`config.mk`:
```
export PLATFORM = sky130hd
export DESIGN_NAME = brkd_ctrl
export DESIGN_NICKNAME = d
export VERILOG_FILES = /design/src/rtl/brkd_pkg.sv /design/src/rtl/brkd_ctrl.sv
export SDC_FILE = /design/constraint.sdc
export NUM_CORES = 1
export LEC_CHECK = 0
export ABC_CLOCK_PERIOD_IN_PS = 800
export BUFFER_PORTS_ARGS = -buffer_cell sky130_fd_sc_hd__buf_2
export CELL_PAD_IN_SITES_DETAIL_PLACEMENT = 1
export CELL_PAD_IN_SITES_GLOBAL_PLACEMENT = 1
export CORE_AREA = 2 2 39 41
export DETAILED_ROUTE_END_ITERATION = 8
export DIE_AREA = 0 0 41 43
export PLACE_DENSITY_LB_ADDON = 0.08
export SETUP_SLACK_MARGIN = 0.15
export SLEW_MARGIN = 0
export SYNTH_ARGS = -nofsm -noshare
export SYNTH_HDL_FRONTEND = slang
export SYNTH_SLANG_ARGS = --single-unit
```
`constraint.sdc`:
```
create_clock -name clk -period 0.8 [get_ports clk]
set_input_delay 0.08 -clock clk [delete_from_list [all_inputs] [get_ports clk]]
set_output_delay 0.08 -clock clk [all_outputs]
set_load 0.01 [all_outputs]
```
`src/rtl/brkd_pkg.sv`:
```
// Shared types and codes for the bounded recent-key dedup counter.
`default_nettype none
package brkd_pkg;

  localparam int unsigned KeyWidth = 64;
  localparam int unsigned CountWidth = 32;

  typedef enum logic [1:0] {
    ACT_READBACK = 2'd0,
    ACT_SURFACE  = 2'd1,
    ACT_CLEAR    = 2'd2,
    ACT_NONE     = 2'd3
  } action_t;

  typedef struct packed {
    action_t               action;
    logic [KeyWidth-1:0]   key;
  } req_t;

  typedef struct packed {
    logic                  key_was_new;
    logic [CountWidth-1:0] total_readbacks;
    logic [CountWidth-1:0] unique_surfaces;
    logic [CountWidth-1:0] redundant_readbacks;
  } rsp_t;

  typedef enum logic [2:0] {
    ST_IDLE,
    ST_START,
    ST_SCAN,
    ST_DRAIN,
    ST_COMMIT
  } state_t;

  typedef struct packed {
    logic load;
    logic scan;
    logic commit;
  } cmd_t;

  typedef struct packed {
    logic need_scan;
    logic scan_last;
    logic out_free;
  } stat_t;

endpackage
`default_nettype wire

```
`src/rtl/brkd_ctrl.sv`:
```
// Controller state machine: sequences load, key scan and commit of one request.
`default_nettype none
module brkd_ctrl
  import brkd_pkg::*;
(
  input  wire   clk,
  input  wire   rst,
  input  wire   req_valid,
  output logic  req_ready,
  input  stat_t stat,
  output cmd_t  cmd
);

  state_t state;
  state_t state_next;

  always_ff @(posedge clk) begin
    if (rst) begin
      state <= ST_IDLE;
    end else begin
      state <= state_next;
    end
  end

  always_comb begin
    state_next = state;
    req_ready  = 1'b0;
    cmd        = '0;
    case (state)
      ST_IDLE: begin
        req_ready = 1'b1;
        if (req_valid) begin
          cmd.load   = 1'b1;
          state_next = ST_START;
        end
      end
      ST_START: begin
        state_next = stat.need_scan ? ST_SCAN : ST_COMMIT;
      end
      ST_SCAN: begin
        cmd.scan = 1'b1;
        if (stat.scan_last) begin
          state_next = ST_DRAIN;
        end
      end
      ST_DRAIN: begin
        state_next = ST_COMMIT;
      end
      ST_COMMIT: begin
        if (stat.out_free) begin
          cmd.commit = 1'b1;
          state_next = ST_IDLE;
        end
      end
      default: begin
        state_next = ST_IDLE;
      end
    endcase
  end

endmodule
`default_nettype wire

```
# Yosys cells after proc, flatten, opt, wreduce, memory -nomap -nowiden
# Cells that the tools add are included.
# totals
register_bits	3
in_bits	6
output_inout_bits	4
elab_cells	21
# op_classes
eq_ne	7
mux	11
reduce_logical	2
# op_table
operator	n
$pmux 3 s5	1
$mux 3	4
$eq 3x2->1 const B	2
$mux 1	6
$ne 2x2->1 const B	3
$eq 3x1->1 const B	1
$eq 3x3->1 const B	1
$logic_not 3->1	1
$reduce_and 3->1	1

# Depth between registers and ports, before layout
# depth
depth_word	3
depth_mapped	4
depth_no_buf	3

# Worst setup path after synthesis
# Ideal clock, no wire load.
# synth_path
kind	flip-flop to output port
from	register state[0]
to	output cmd[2] in the netlist's numbering
arrival_time_ns	0.900
path_slack_ns	-0.180
path_stages_with_launch	3
path_buffers	1
cell_sequence	dfxtp_1 > buf_6 > nor4b_1
# synth_lines
element	line	text
start: declaration	brkd_ctrl.sv:14	state_t state;
start signal: assignment	brkd_ctrl.sv:21	state <= state_next;
end: declaration	brkd_ctrl.sv:11	output cmd_t cmd

==> key figures <==
Synthesis
  • Syn nets: 23
  • Post-Synth XOR/XNOR Area: 0%
  • Sequential cell area fraction in the yosys report: between 30% and 40%
  • Yosys top cell area share: between 30% and 40%
  • Syn Std Cell Area: around 180 um^2
  • Synth top area cells: dfxtp_1 (33%), mux2i_1 (11%), nor3b_1 (8.2%), nor4b_2 (8.2%), buf_6 (6.2%)
  • Syn. warnings: 0
  • Seq cells post-synth: 3
  • Simple-gate share of the synthesized area: 40.4%
  • Syn_area_per_cell: 10.7 um^2
  • Compound-Gate Fraction of Synth Area: between 5 and 6%
  • Netlist cell types: 12
  • Post-synthesis adder-cell area fraction: 0%
  • Area leader, netlist: dfxtp_1
  • Cell count after synthesis: 17
  • Multiplexer share of the synthesized area: 11.0%
  • Largest family of logic cells by synthesized area: simple AND/OR/NAND/NOR gates

Worst setup path
  • Buf+Inv Stages, Crit Path: 1
  • CP delay by family, top: flip-flops
  • WS Path Type: flip-flop to output pin
  • Slowest stage delay, CP: about 0.36 ns
  • Crit-path slowest cell: dfxtp_4
  • Crit-path max FO: 5
  • Crit end category: output pin
  • Arr. time, crit path: around 1.0 ns
  • Worst Setup Start Kind: flip-flop
  • Worst reg2reg setup slack: -0.24 ns
  • Crit path cell chain: nor4bb_4 -> buf_2
  • CP required: just over 0.7 ns

Routing
  • Drt total wl: ~530 um
  • Initial DRC count: 1
  • Final ANT Viol Nets: 0
  • Routed vias: a little under 200
  • Post-DR wirelength/cell: 11.0 um
  • DRC Markers: 0
  • Drt pass-1 iters: 2
  • Vias/cell: a little over 4

Clock tree
  • Clk Latency, worst-skew pair: ~0.24 ns
  • H-tree depth: 1
  • Clock transition at path regs: around 0.04 ns
  • Post-CTS Hold Fix Bufs: 0
  • CTS sink cnt: 3
  • Total CTS buffers: 3
  • Clk root buf: clkbuf_4
  • CTS tree: built
  • CTS max path bufs: 2

Floorplanning
  • Initial core utilization: about an eighth
  • Die height: approximately 43 um
  • Die width: roughly 41 um
  • Num rows: 14
  • Core Area: between 1000 and 1500 um^2
  • Io pins: 10
  • Die area: about 1800 um^2

GRT
  • Met1 GRT Util: between 8 and 9%
  • Pin count of the biggest net entering global routing: 9
  • Busiest grt layer: met2
  • First-pass GRT wire length: ~830 um
  • Gr ovfl total: 0
  • Antenna violations before repair: 0
  • GR Util met3: 6.28%
  • Number of global-route vias before repair: roughly 200
  • Total GRT Usage: 7.70%
  • GR Util met2: 9.06%

Final layout
  • Number of diodes: 0
  • Biggest regs: state x3
  • Register area: approximately 70 um^2
  • Fillers: approximately 170
  • Design area: 349 um^2
  • Biggest register: state
  • Final Instance Count excl. Fillers: between 40 and 50
  • Layout area overhead: 91.1%
  • Area of the multi-input gates: roughly 150 um^2
  • Layout cells sized above 1: 75.0%
  • Final nets: 39
  • Fin util: around a quarter
  • Largest register FFs: 3

Power
  • Peak supply drop: 861 uV
  • Power Total: between 0.5 and 0.6 mW
  • Pleak: between 0.15 and 0.2 nW
  • Pwr/cell area: between 1500 and 2000 nW/um^2

Timing
  • Min Tclk post-route: approximately 1.1 ns
  • Sum Neg Setup Slack: -1.64 ns
  • Hold slack: 0.0251 ns
  • Fmax: 906 MHz
  • Relative slew slack: between 80% and 90%
  • Final Cycle Share: 138%
  • Setup Viol. Count Final: 7
  • Clock Skew: 0.00295 ns
  • Final hold vios: 0
  • RSZ-0062 raised after global routing: true
  • Slew @ Worst Pin: ~0.2 ns
  • Slew Viols, Final: 0
  • Worst Slack Setup Final: -0.304 ns

Place
  • Dpl hpwl: 324 um
  • RePlAce Congestion: between 0.6 and 0.7
  • DP Worst Slack: -0.272 ns
  • PortBufs: 9
  • Placed cell count: 40
  • Post-DP Area: approximately 270 um^2

Flow run
  • Max-Cap Viols: 0

Run status
  • Failing checks: negative setup slack
  • Outcome: complete, but fails checks

Worst hold path
  • Worst hold path class: input pin to flip-flop
-- layout by cell type (no fill, tap or decap), drive strengths merged --
master	Yosys	layout
buf	2	13
nor4	1	1
o21ba	1	1
nor4bb	1	1
clkbuf	0	4
nor3b	2	2
nor4b	2	2
nor3	2	2
dfxtp	3	3
mux2i	2	2
nor2b	1	1
-- per-layer routing --
| metal | wire length [um] | share of wire [%] |
|---|---|---|
| met1 | 207 | 39 |
| met2 | 257 | 48 |
| met3 | 64 | 12 |
| met4 | 0 | 0 |
| met5 | 0 | 0 |
-- synth_stat cells, drive strengths merged --
library cell  n
nor3          2
nor4bb        1
mux2i         2
o21ba         1
buf           2
nor4          1
nor2b         1
dfxtp         3
nor4b         2
nor3b         2
-- cells by family (layout without fill, tap and decap cells) --
kind of cell           after synthesis  count (layout)
buffers and inverters                2              17
multiplexers                         2               2
flip-flops                           3               3
AND/OR/NAND/NOR                      9               9
AO/OA/AOI/OAI                        1               1
-- worst register-to-register path: cells and delay by family, from the launching register on --
kind                   cells  cell delay [ns]
AND/OR/NAND/NOR            2             0.16
flip-flops                 1             0.36
AO/OA/AOI/OAI              1             0.16
buffers and inverters      2             0.26
-- path summary, 6_finish.rpt --
check                                             end  depth (start not counted)                   from
worst min-delay path            state[1]$_SDFFE_PP0P_                          2                    rst
worst max-delay path                           cmd[0]                          2  state[1]$_SDFFE_PP0P_
worst min register to register  state[1]$_SDFFE_PP0P_                          1  state[2]$_SDFFE_PP0P_
worst max register to register  state[2]$_SDFFE_PP0P_                          5  state[1]$_SDFFE_PP0P_
-- cell type report --
class / count / area share, %
clock buffer: 4 / 7.53
multi-input combinational: 12 / 43.7
sequential: 3 / 20.4
tap: 16 / 5.73
timing repair buffer: 13 / 22.6
-- where the power goes --
part           internal, mW  switching (mW)
combinational        0.0752          0.0449
sequential            0.156          0.0231
clock                 0.188          0.0881
-- timing repair --
action                     4_1_cts  5_1_grt
pin swaps                        2        3
setup buffers                    3        1
setup endpoints to repair        7        7
gates resized for setup          6        1
Power figures use the tool's default switching activity.
